==> config.mk <==
export PLATFORM = sky130hd
export DESIGN_NAME = two_voice_wavetable_sound_generator_unit
export DESIGN_NICKNAME = d
export VERILOG_FILES = /design/src/rtl/twv_pkg.sv /design/src/rtl/twv_ram.sv /design/src/rtl/twv_ctrl.sv /design/src/rtl/twv_dp.sv /design/src/rtl/two_voice_wavetable_sound_generator_unit.sv
export SDC_FILE = /design/constraint.sdc
export NUM_CORES = 2
export LEC_CHECK = 0
export ABC_CLOCK_PERIOD_IN_PS = 11100
export BUFFER_PORTS_ARGS = -buffer_cell sky130_fd_sc_hd__clkbuf_2
export CAP_MARGIN = 20
export CORE_MARGIN = 5
export CORE_UTILIZATION = 30
export CTS_BUF_LIST = sky130_fd_sc_hd__clkbuf_16
export CTS_CLUSTER_DIAMETER = 60
export CTS_CLUSTER_SIZE = 24
export DETAILED_ROUTE_END_ITERATION = 6
export PLACE_DENSITY = 0.45
export SLEW_MARGIN = 0
export SYNTH_ARGS = -nofsm -noshare
export SYNTH_HDL_FRONTEND = slang
export SYNTH_HIERARCHICAL = 1
export SYNTH_SLANG_ARGS = --single-unit
export TNS_END_PERCENT = 30
==> constraint.sdc <==
create_clock -name clk -period 11.1 [get_ports clk]
set_input_delay 2.775 -clock clk [delete_from_list [all_inputs] [get_ports clk]]
set_output_delay 2.775 -clock clk [all_outputs]
set_load 0.01 [all_outputs]
==> src/rtl/twv_pkg.sv <==
`timescale 1ns / 1ps

package twv_pkg;

  localparam int PHASE_W   = 21;
  localparam int IDX_MSB   = 20;
  localparam int IDX_LSB   = 16;
  localparam int PERIOD_W  = 13;
  localparam int LEVEL_W   = 4;
  localparam int SHAPE_W   = 3;
  localparam int CTL_W     = 8;
  localparam int OFFS_W    = 12;
  localparam int WAVE_AW   = 9;
  localparam int WAVE_DEPTH = 512;
  localparam int NIB_W     = 4;
  localparam int SAMPLE_W  = 16;
  localparam int TERM_W    = 9;
  localparam int MIX_SHIFT = 7;

  localparam logic [PERIOD_W-1:0] PERIOD_FULL = 13'h1000;
  localparam logic signed [NIB_W:0] NIB_BIAS  = 5'sd8;

  typedef logic signed [SAMPLE_W-1:0] sample_t;
  typedef logic signed [TERM_W-1:0]   term_t;

  typedef enum logic [2:0] {
    OP_TICK    = 3'd0,
    OP_CTL_A   = 3'd1,
    OP_CTL_B   = 3'd2,
    OP_PITCH_A = 3'd3,
    OP_PITCH_B = 3'd4,
    OP_KEY_A   = 3'd5,
    OP_KEY_B   = 3'd6,
    OP_WAVE    = 3'd7
  } op_t;

  typedef enum logic [2:0] {
    ST_IDLE,
    ST_DIV,
    ST_ADV,
    ST_RD_A,
    ST_RD_B,
    ST_MIX,
    ST_OUT
  } state_t;

  typedef struct packed {
    logic ld_ctl_a;
    logic ld_ctl_b;
    logic ld_pitch_a;
    logic ld_pitch_b;
    logic key_a;
    logic key_b;
    logic wave_wr;
    logic div_step;
    logic advance;
    logic rd_b_sel;
    logic cap_a;
    logic mix;
    logic out_load;
  } cmd_t;

  typedef struct packed {
    logic div_done;
    logic out_free;
  } status_t;

endpackage

==> src/rtl/twv_ram.sv <==
`timescale 1ns / 1ps

module twv_ram #(
  parameter int W     = 4,
  parameter int DEPTH = 512
) (
  input  logic                     clk,
  input  logic                     we,
  input  logic [$clog2(DEPTH)-1:0] waddr,
  input  logic [W-1:0]             wdata,
  input  logic [$clog2(DEPTH)-1:0] raddr,
  output logic [W-1:0]             rdata
);

  logic [W-1:0] mem [DEPTH];
  logic [W-1:0] rdata_r;

  always_ff @(posedge clk) begin
    if (we) begin
      mem[waddr] <= wdata;
    end
    rdata_r <= mem[raddr];
  end

  assign rdata = rdata_r;

endmodule

==> src/rtl/twv_ctrl.sv <==
`timescale 1ns / 1ps

module twv_ctrl (
  input  logic              clk,
  input  logic              rst_n,
  input  logic              in_valid,
  output logic              in_ready,
  input  twv_pkg::op_t      in_operation,
  input  twv_pkg::status_t  status,
  output twv_pkg::cmd_t     cmd
);

  import twv_pkg::*;

  state_t state_r;
  state_t state_nxt;
  logic   accept;

  assign in_ready = (state_r == ST_IDLE);
  assign accept   = in_valid && in_ready;

  always_ff @(posedge clk) begin
    if (!rst_n) begin
      state_r <= ST_IDLE;
    end else begin
      state_r <= state_nxt;
    end
  end

  // next state
  always_comb begin
    state_nxt = state_r;
    case (state_r)
      ST_IDLE: begin
        if (accept) begin
          case (in_operation)
            OP_TICK:  state_nxt = ST_ADV;
            OP_KEY_A: state_nxt = ST_DIV;
            OP_KEY_B: state_nxt = ST_DIV;
            default:  state_nxt = ST_IDLE;
          endcase
        end
      end
      ST_DIV: begin
        if (status.div_done) begin
          state_nxt = ST_IDLE;
        end
      end
      ST_ADV:  state_nxt = ST_RD_A;
      ST_RD_A: state_nxt = ST_RD_B;
      ST_RD_B: state_nxt = ST_MIX;
      ST_MIX:  state_nxt = ST_OUT;
      ST_OUT: begin
        if (status.out_free) begin
          state_nxt = ST_IDLE;
        end
      end
      default: state_nxt = ST_IDLE;
    endcase
  end

  // outputs
  always_comb begin
    cmd = '0;
    case (state_r)
      ST_IDLE: begin
        if (accept) begin
          case (in_operation)
            OP_CTL_A:   cmd.ld_ctl_a   = 1'b1;
            OP_CTL_B:   cmd.ld_ctl_b   = 1'b1;
            OP_PITCH_A: cmd.ld_pitch_a = 1'b1;
            OP_PITCH_B: cmd.ld_pitch_b = 1'b1;
            OP_KEY_A:   cmd.key_a      = 1'b1;
            OP_KEY_B:   cmd.key_b      = 1'b1;
            OP_WAVE:    cmd.wave_wr    = 1'b1;
            default:    cmd = '0;
          endcase
        end
      end
      ST_DIV:  cmd.div_step = 1'b1;
      ST_ADV:  cmd.advance  = 1'b1;
      ST_RD_A: cmd.rd_b_sel = 1'b0;
      ST_RD_B: begin
        cmd.rd_b_sel = 1'b1;
        cmd.cap_a    = 1'b1;
      end
      ST_MIX:  cmd.mix = 1'b1;
      ST_OUT:  cmd.out_load = status.out_free;
      default: cmd = '0;
    endcase
  end

endmodule

==> src/rtl/twv_dp.sv <==
`timescale 1ns / 1ps

module twv_dp #(
  parameter int PHASE_SCALE_BITS = 21
) (
  input  logic                            clk,
  input  logic                            rst_n,
  input  twv_pkg::cmd_t                   cmd,
  output twv_pkg::status_t                status,
  input  logic [twv_pkg::CTL_W-1:0]       in_control_byte,
  input  logic [twv_pkg::OFFS_W-1:0]      in_pitch_offset,
  input  logic [twv_pkg::WAVE_AW-1:0]     in_wave_address,
  input  logic [twv_pkg::NIB_W-1:0]       in_wave_nibble,
  output logic                            out_valid,
  input  logic                            out_ready,
  output twv_pkg::sample_t                out_mixed_sample
);

  import twv_pkg::*;

  localparam int QW    = PHASE_SCALE_BITS + 1;
  localparam int CNT_W = $clog2(QW);

  // voice state
  logic [PHASE_W-1:0]  phase_a_r, phase_b_r;
  logic [PHASE_W-1:0]  inc_a_r, inc_b_r;
  logic [PERIOD_W-1:0] period_a_r, period_b_r;
  logic [PERIOD_W-1:0] pend_a_r, pend_b_r;
  logic [LEVEL_W-1:0]  level_a_r, level_b_r;
  logic [SHAPE_W-1:0]  shape_a_r, shape_b_r;
  logic                act_a, act_b;

  // divider
  logic [PERIOD_W-1:0] div_d_r;
  logic [PERIOD_W-1:0] rem_r;
  logic [PERIOD_W:0]   rem_sh;
  logic                rem_ge;
  logic [QW-1:0]       q_r, q_nxt;
  logic [CNT_W-1:0]    cnt_r;
  logic                div_voice_r;

  // mix path
  logic [WAVE_AW-1:0]  raddr;
  logic [NIB_W-1:0]    rdata;
  term_t               term_a_r;
  term_t               sum_r;
  logic                out_valid_r;
  sample_t             out_sample_r;

  function automatic term_t voice_term(logic [NIB_W-1:0] nib, logic [LEVEL_W-1:0] lvl,
                                       logic act);
    logic signed [NIB_W:0]   s;
    logic signed [LEVEL_W:0] l;
    s = $signed({1'b0, nib}) - NIB_BIAS;
    l = $signed({1'b0, lvl});
    return act ? term_t'(TERM_W'(s) * TERM_W'(l)) : '0;
  endfunction

  assign act_a = (level_a_r != '0) && (period_a_r != '0);
  assign act_b = (level_b_r != '0) && (period_b_r != '0);

  // restoring division of 2^PHASE_SCALE_BITS, one quotient bit a cycle
  assign rem_sh = {rem_r, (cnt_r == '0)};
  assign rem_ge = rem_sh >= {1'b0, div_d_r};
  assign q_nxt  = {q_r[QW-2:0], rem_ge};

  assign status.div_done = (cnt_r == CNT_W'(QW - 1));
  assign status.out_free = !out_valid_r || out_ready;

  always_ff @(posedge clk) begin
    if (!rst_n) begin
      phase_a_r  <= '0;
      phase_b_r  <= '0;
      period_a_r <= '0;
      period_b_r <= '0;
      pend_a_r   <= '0;
      pend_b_r   <= '0;
      level_a_r  <= '0;
      level_b_r  <= '0;
      shape_a_r  <= '0;
      shape_b_r  <= '0;
    end else begin
      if (cmd.ld_ctl_a) begin
        level_a_r <= in_control_byte[LEVEL_W-1:0];
        shape_a_r <= in_control_byte[CTL_W-1 -: SHAPE_W];
      end
      if (cmd.ld_ctl_b) begin
        level_b_r <= in_control_byte[LEVEL_W-1:0];
        shape_b_r <= in_control_byte[CTL_W-1 -: SHAPE_W];
      end
      if (cmd.ld_pitch_a) begin
        pend_a_r <= PERIOD_FULL - {1'b0, in_pitch_offset};
      end
      if (cmd.ld_pitch_b) begin
        pend_b_r <= PERIOD_FULL - {1'b0, in_pitch_offset};
      end
      if (cmd.key_a) begin
        period_a_r <= pend_a_r;
      end
      if (cmd.key_b) begin
        period_b_r <= pend_b_r;
      end
      if (cmd.advance && act_a) begin
        phase_a_r <= phase_a_r + inc_a_r;
      end
      if (cmd.advance && act_b) begin
        phase_b_r <= phase_b_r + inc_b_r;
      end
    end
  end

  // divider and increment registers; the increment is only read while the
  // period is nonzero, and every key write refreshes it
  always_ff @(posedge clk) begin
    if (cmd.key_a || cmd.key_b) begin
      div_d_r     <= cmd.key_a ? pend_a_r : pend_b_r;
      div_voice_r <= cmd.key_b;
      rem_r       <= '0;
      q_r         <= '0;
      cnt_r       <= '0;
    end else if (cmd.div_step) begin
      rem_r <= rem_ge ? PERIOD_W'(rem_sh - {1'b0, div_d_r}) : PERIOD_W'(rem_sh);
      q_r   <= q_nxt;
      cnt_r <= cnt_r + CNT_W'(1);
      if (status.div_done) begin
        if (div_voice_r) begin
          inc_b_r <= PHASE_W'(q_nxt);
        end else begin
          inc_a_r <= PHASE_W'(q_nxt);
        end
      end
    end
  end

  assign raddr = cmd.rd_b_sel ? {1'b1, shape_b_r, phase_b_r[IDX_MSB:IDX_LSB]}
                              : {1'b0, shape_a_r, phase_a_r[IDX_MSB:IDX_LSB]};

  twv_ram #(
    .W     (NIB_W),
    .DEPTH (WAVE_DEPTH)
  ) u_wave (
    .clk   (clk),
    .we    (cmd.wave_wr),
    .waddr (in_wave_address),
    .wdata (in_wave_nibble),
    .raddr (raddr),
    .rdata (rdata)
  );

  always_ff @(posedge clk) begin
    if (cmd.cap_a) begin
      term_a_r <= voice_term(rdata, level_a_r, act_a);
    end
    if (cmd.mix) begin
      sum_r <= term_a_r + voice_term(rdata, level_b_r, act_b);
    end
    if (cmd.out_load) begin
      out_sample_r <= $signed({sum_r, {MIX_SHIFT{1'b0}}});
    end
  end

  always_ff @(posedge clk) begin
    if (!rst_n) begin
      out_valid_r <= 1'b0;
    end else if (cmd.out_load) begin
      out_valid_r <= 1'b1;
    end else if (out_ready) begin
      out_valid_r <= 1'b0;
    end
  end

  assign out_valid        = out_valid_r;
  assign out_mixed_sample = out_sample_r;

endmodule

==> src/rtl/two_voice_wavetable_sound_generator_unit.sv <==
`timescale 1ns / 1ps

// Two-voice wavetable sound generator.
// Input channel (in_valid/in_ready): one beat per operation. Control, pitch and
// wave-load beats update state in the accept cycle and produce no output.
// A key beat copies the pending period and then runs a serial restoring divider
// that computes the phase increment floor(2^PHASE_SCALE_BITS / period), one
// quotient bit per cycle. A tick beat steps through the sequencer: advance both
// phases, read voice A then voice B from the 512 x 4 wave RAM (one read port,
// registered read), mix, then load the output register, which raises out_valid.
// A new beat is accepted only once those steps are done, so ticks do not overlap.
// Result channel (out_valid/out_ready): one beat per tick holding the mixed
// sample, sum over voices of (nibble - 8) * volume, times 128.
// The output register parts the channels: the next operation is accepted while
// a finished sample waits; a second tick stalls in its last step until the
// waiting beat is taken. Input is held off (in_ready low) while busy.
// Reset (rst_n low, synchronous) clears phases, periods, volumes, shape selects
// and the output valid; wave RAM contents are undefined until loaded.
module two_voice_wavetable_sound_generator_unit #(
  parameter int PHASE_SCALE_BITS = 21
) (
  input  logic                          clk,
  input  logic                          rst_n,
  input  logic                          in_valid,
  output logic                          in_ready,
  input  logic [2:0]                    in_operation,
  input  logic [twv_pkg::CTL_W-1:0]     in_control_byte,
  input  logic [twv_pkg::OFFS_W-1:0]    in_pitch_offset,
  input  logic [twv_pkg::WAVE_AW-1:0]   in_wave_address,
  input  logic [twv_pkg::NIB_W-1:0]     in_wave_nibble,
  output logic                          out_valid,
  input  logic                          out_ready,
  output twv_pkg::sample_t              out_mixed_sample
);

  import twv_pkg::*;

  cmd_t    cmd;
  status_t status;

  // sequencer: decodes the beat and steps the divider and mix phases
  twv_ctrl u_ctrl (
    .clk          (clk),
    .rst_n        (rst_n),
    .in_valid     (in_valid),
    .in_ready     (in_ready),
    .in_operation (op_t'(in_operation)),
    .status       (status),
    .cmd          (cmd)
  );

  // voice registers, divider, wave RAM and output register
  twv_dp #(
    .PHASE_SCALE_BITS (PHASE_SCALE_BITS)
  ) u_dp (
    .clk              (clk),
    .rst_n            (rst_n),
    .cmd              (cmd),
    .status           (status),
    .in_control_byte  (in_control_byte),
    .in_pitch_offset  (in_pitch_offset),
    .in_wave_address  (in_wave_address),
    .in_wave_nibble   (in_wave_nibble),
    .out_valid        (out_valid),
    .out_ready        (out_ready),
    .out_mixed_sample (out_mixed_sample)
  );

endmodule

Word level (Yosys, flattened, before mapping)
Memory sizes are Yosys's and may differ from the RTL's. A register that Yosys moved wholly into a read port is not among the register bits.
Cells that the tools add are included.
{"block": "word_totals", "romBits": 0, "latchBits": 0, "out_inout_bits": 18, "ramBits": 2048, "in_bits": 40, "mem_count": 1, "reg_bits": 233}
{"name": "u_dp.u_wave.mem", "words": 512, "width": 4, "rd": 1, "rd_ports_with_merged_regs": 1, "wr": 1, "line_no": "twv_ram.sv:15", "rtl": "logic [W-1:0] mem [DEPTH];"}
{"block": "classes", "eq_ne": 17, "n_mul": 2, "magnitude_cmp": 1, "shift": 0, "n_reduce_logical": 20, "n_bitwise": 2, "div": 0, "muxes": 28, "n_addsub": 7}
{"operator": "21-bit adder", "count": 2}
{"operator": "13-bit 2-to-1 mux", "count": 3}
{"operator": "13-bit nonzero test", "count": 2}
{"operator": "3-bit equality test, second input constant", "count": 7}
{"operator": "3-bit case mux with 7 select lines", "count": 1}
{"operator": "5-bit by 5-bit multiplier with 9-bit output", "count": 2}
{"operator": "9-bit 2-to-1 mux", "count": 2}
{"operator": "14-bit by 13-bit greater-or-equal comparator with 1-bit output", "count": 1}
{"operator": "13-bit by 12-bit subtractor with 13-bit output, first input constant", "count": 1}
{"operator": "13-bit subtractor", "count": 1}
{"operator": "3-bit by 2-bit equality test with 1-bit output, second input constant", "count": 4}
{"operator": "1-bit case mux with 2 select lines", "count": 6}
{"operator": "1-bit 2-to-1 mux", "count": 11}
{"operator": "9-bit adder", "count": 1}
{"operator": "3-bit 2-to-1 mux", "count": 3}
{"operator": "4-bit AND reduction", "count": 2}
{"operator": "4-bit nonzero test", "count": 2}
{"operator": "7-bit 2-to-1 mux", "count": 1}
{"operator": "3-bit by 1-bit equality test with 1-bit output, second input constant", "count": 2}
{"operator": "3-bit logical NOT", "count": 2}
{"operator": "5-bit by 1-bit adder with 5-bit output, second input constant", "count": 1}
{"operator": "5-bit equality test, second input constant", "count": 1}
{"operator": "1-bit logical AND", "count": 5}
{"operator": "5-bit logical NOT", "count": 1}
{"operator": "10 further kinds", "count": 13}

Depth between registers and ports, before layout
{"block": "logic_depth", "word_depth": 7, "ltp_mapped": 17, "depth_no_buf": 17}

Hierarchy
The synthesis kept the hierarchy.
{"module": "twv_ram", "seq_area_each_um2": 61579.1, "area_each_um2": 81604.5, "cells_each": 4403, "instances": 1}
{"module": "twv_dp", "seq_area_each_um2": 5435.2, "area_each_um2": 12824.8, "cells_each": 1335, "instances": 1}
{"module": "twv_ctrl", "seq_area_each_um2": 60.1, "area_each_um2": 322.8, "cells_each": 41, "instances": 1}

Worst setup path before layout
OpenSTA, ideal clock, no wires.
{"block": "synth_timing", "path_type": "input -> register", "startpoint": "input in_valid", "endpoint": "register u_dp.inc_a_r[0], enable pin", "setup_time_ns": 0.399, "required_time_ns": 10.701, "cell_stages": 9, "slack_ns": 5.970, "arrival_time_ns": 4.731, "path_cell_list": "nand3b_1 -> or3_4 -> nor2_1 -> clkbuf_1 -> nor2_1 -> inv_1 -> nor2_1 -> nand2_1 -> nor2_1"}
{"element": "from (decl)", "line_no": "two_voice_wavetable_sound_generator_unit.sv:24", "rtl": "input logic in_valid,"}
{"element": "to (signal assigned)", "line_no": "twv_dp.sv:129", "rtl": "inc_a_r <= PHASE_W'(q_nxt);"}
{"element": "to (decl)", "line_no": "twv_dp.sv:26", "rtl": "logic [PHASE_W-1:0] inc_a_r, inc_b_r;"}

Worst setup path after layout
{"block": "layout_timing", "startpoint": "register u_ctrl.state_r[2]", "endpoint": "register u_dp.u_wave.rdata_r[0], in the netlist u_dp/u_wave/rdata[0], read port of u_dp.u_wave.mem"}
{"block": "layout_via", "elab_chain_cells": 3, "elab_cells_between_ends": 4, "cone_classes": "eq/ne: 1; mux: 2; reduce/logical: 1"}
{"element": "from (decl)", "line_no": "twv_ctrl.sv:15", "rtl": "state_t state_r;"}
{"element": "from (signal assigned)", "line_no": "twv_ctrl.sv:26", "rtl": "state_r <= state_nxt;"}
{"element": "3-bit equality test or 3-bit logical NOT (tied branches)", "line_no": "twv_ctrl.sv:65, twv_ctrl.sv:19"}
{"element": "1-bit case mux with 2 select lines *", "line_no": "twv_ctrl.sv:65", "rtl": "case (state_r)"}
{"element": "9-bit 2-to-1 mux *", "line_no": "twv_dp.sv:135", "rtl": "assign raddr = cmd.rd_b_sel ? {1'b1, shape_b_r, phase_b_r[IDX_MSB:IDX_LSB]}"}
{"element": "net u_dp.raddr[2]", "line_no": "twv_dp.sv:43", "rtl": "logic [WAVE_AW-1:0] raddr;"}
{"element": "to (decl)", "line_no": "twv_ram.sv:16", "rtl": "logic [W-1:0] rdata_r;"}
Mark *: on every way through the listed nets, which the timed path passes. The rest lies on a longest branch.
A chain may end at the register's enable or synchronous reset.

==> summary.md <==
| Metric | Value |
|---|---|
| #FFs+latches synth | 2285 |
| DIE WIDTH | 572 um |
| Vias per cell | 5.05 |
| Port bufs | 49 |
| Tmin final | 6.19 ns |
| Commonest non-fill, non-tap cell in the layout | edfxtp_1 |
| Clock Pin Slew Worst Setup and Hold Paths | 0.08 ns |
| Synth-to-layout area growth | 11.1% |
| RSZ-0062 raised after global routing | no |
| Clock network fraction of design power | 0.391 |
| Slew margin rel. | 0.193 |
| Fraction of registers with async set/reset | 0 |
| Status | finished, final reports clean |
| Startpoint types | flip-flop |
| Site row count | 206 |
| FF-to-FF Start | u_ctrl/state_r[2]$_SDFFE_PN0P_ |
| Tcrit/Tclk final | 0.557 |
| HPWL after detailed placement | 152000 um |
| Synthesized area per cell | 16.4 um2 |
| Later-pin clock latency in the skew report | 0.88 ns |
| Register share of total power | 0.571 |
| Switch Pwr | 3.88 mW |
| Pint | 12.9 mW |
| Post-CTS Setup Bufs | 0 |
| Die H | 572 um |
| Setup TNS | 0 ns |
| DRC | 0 |
| First-pass DRT Iterations | 6 |
| Cells along the critical path | nor3b_4 -> buf_4 -> mux2_4 -> nand2_8 -> buf_4 -> buf_4 -> o221ai_1 -> o31ai_1 -> a211oi_1 -> nand3_1 -> nand4_1 -> and4_1 |
| Final Skew | 0.0574 ns |
| Worst Tran Pin Value | 1.21 ns |
| Top FF cell, synth | edfxtp_1 |
| Hold slack | 0.417 ns |
| Crit path top cell by count | buf_4 |
| Clock Root Buffer | clkbuf_16 |
| Placeable Area | 315000 um2 |
| Remaining antenna violation count | 0 |
| WS Path Type | flip-flop to flip-flop |
| LEAKAGE | 31.5 nW |
| Worst path arrival time | 6.88 ns |
| Worst Hold Class | flip-flop to flip-flop |
| WL per Instance | 25.2 um |
| Combinational power share | 0.039 |
| Fin. max-slew vios | 0 |
| Commonest non-fill, non-tap cells in the layout | edfxtp_1, nor2_1, mux2i_1 |
| CP max stage cell | buf_4 |
| Final setup viols | 0 |
| Final count of hold timing violations | 0 |
| CTS Buf Count | 169 |
| Max-cap viol count | 0 |
| CTS Hold Bufs | 0 |
| Mapped Cells | 5779 |
| Initial antenna violation count | 13 |
| Maximum vdd drop | 0.160 mV |
| Max incr delay on CP | 0.63 ns |
| Core Util, Final | 0.334 |
| Synth area leaders | edfxtp_1, mux4_2, mux2i_1 |
| CTS tree | built |
| Pin count of the biggest net entering global routing | 175 |
| CP endpoint kind | flip-flop |
| PD cells | 159 nW/um2 |
| Post-synth EDFFs | 2131 |
| Sink Count | 2285 |
| Gr ovfl total | 0 |
| DRC marker count from the first detailed-route iteration | 4312 |
| Fmax | 162 MHz |
| CP Max Fanout | 53 |
| Critical Path Start | u_ctrl/state_r[2]$_SDFFE_PN0P_ |
| Vias in the first global route | 51300 |
| Layout cells sized above 1 | 0.136 |
| GP Congestion | 0.779 |
| First-pass GRT wire length | 365000 um |
| Net Sw Frac | 0.231 |
| Drt total wl | 253000 um |
| Total GRT Usage | 0.151 |
| Area leader, netlist | edfxtp_1 |
| Warnings, synthesis | 6 |
| Die footprint | 327000 um2 |
| Post-CTS Resized | 0 |
| Yosys top cell area share | 0.675 |
| Vias | 50700 |
| H-tree depth | 4 |
| Netlist cell types | 95 |
| Critical Path RT | 11.80 ns |
| Synthesized cell area | 94800 um2 |
| IO Pins | 58 |
| Hold path startpoint | u_dp/sum_r[2]$_DFFE_PP_ |
| Seq/Total Area, Yosys | 0.708 |
| Fin nets | 5896 |
| Starting Density | 0.301 |
| Clk buf depth | 4 |
-- flip-flops by register name, summed over array words and instances (netlist names), 3 cells and up --
| signal | cells |
|---|---|
| u_dp/period_b_r | 13 |
| u_dp/shape_b_r | 3 |
| u_dp/pend_b_r | 13 |
| u_dp/phase_b_r | 21 |
| u_dp/level_b_r | 4 |
| u_dp/cnt_r | 5 |
| u_dp/shape_a_r | 3 |
| u_dp/term_a_r | 9 |
| u_dp/period_a_r | 13 |
| u_dp/pend_a_r | 13 |
| u_dp/level_a_r | 4 |
| u_dp/u_wave/rdata | 4 |
| u_dp/out_mixed_sample | 9 |
| u_dp/inc_b_r | 21 |
| u_dp/q_r | 20 |
| u_dp/sum_r | 9 |
| u_ctrl/state_r | 3 |
| u_dp/u_wave/mem | 2048 |
| u_dp/rem_r | 13 |
| u_dp/inc_a_r | 21 |
| u_dp/phase_a_r | 21 |
| u_dp/div_d_r | 13 |
-- synthesized netlist by cell type (all sizes together) (10+ instances only) --
master / count
o22ai: 85
o21ai: 106
nand3: 77
o21a: 14
a22oi: 18
a21o: 31
fa: 22
mux2i: 476
buf: 177
o21bai: 13
nand2b: 37
dfxtp: 154
nor2: 700
edfxtp: 2131
inv: 107
or3: 10
and2: 36
o221ai: 173
nand4: 20
nor4: 36
ha: 97
mux2: 12
and3: 20
nand2: 204
a31oi: 25
nor3: 78
nor2b: 19
nor3b: 12
a21oi: 168
clkbuf: 178
o31ai: 11
xor2: 26
a211oi: 25
mux4: 327
xnor2: 46
-- layout make-up --
class / count / area (um2)
multi-input cells: 3037 / 25600
clock inverters: 126 / 1450
repair buffers: 136 / 1120
clock buffers: 174 / 4350
fillers: 30000 / 209000
diodes: 7 / 17.5
flip-flops and latches: 2285 / 67100
well taps: 4160 / 5200
inverters: 108 / 414
-- through the flow --
step                      power [mW]  setup slack, ns  area, um2  instances
after global placement          10.4             4.01      99400       9724
after floorplan                 10.1             5.97      94800       5785
after CTS                       17.0             4.77     105000      10000
after detailed placement        10.4             3.96      99400       9724
after global routing            17.4             4.60     105000      10000
final                           16.8             4.91     105000      10000
-- power by group through the flow --
stage	Clock, mW	Sequential [mW]	Combinational (mW)
after global placement	0	9.77	0.644
after CTS	6.79	9.57	0.657
final	6.55	9.57	0.647
after floorplan	0	9.73	0.374
after detailed placement	0	9.77	0.655
after global routing	7.11	9.59	0.722
-- final timing paths --
path / endpoint / slack [ns] / cells after the start
max: u_dp/u_wave/rdata[0]$_DFF_P_ / 4.91 / 12
min: u_dp/out_mixed_sample[9]$_DFFE_PP_ / 0.42 / 0
max reg2reg: u_dp/u_wave/rdata[0]$_DFF_P_ / 4.91 / 12
min reg2reg: u_dp/out_mixed_sample[9]$_DFFE_PP_ / 0.42 / 0
-- cell families after synthesis --
kind of cell,Yosys count,synth area share
flip-flops,2285,0.708
AND/OR/NAND/NOR,1279,0.0597
multiplexers,815,0.130
AO/OA/AOI/OAI,745,0.0542
buffers and inverters,463,0.0244
adder cells (fa/ha/maj),119,0.0175
XOR/XNOR,72,0.00666
other,1,0.0000396
-- metal layers --
layer,part of all wire,vias to the layer above,wire [um],global-route usage
li1,-,22600,-,-
met1,0.45,26500,113000,0.209
met2,0.49,1248,123000,0.255
met3,0.044,290,11200,0.0166
met4,0.022,0,5530,0.0342
met5,0,-,0,0
-- critical path: cells and delay by family (launching register included) --
| kind | cells | cell delay [ns] |
|---|---|---|
| buf+inv | 3 | 1.79 |
| mux | 1 | 0.56 |
| compound gates | 3 | 0.97 |
| simple gates | 5 | 1.90 |
| flops | 1 | 0.60 |
(Power assumes the default switching activity.)
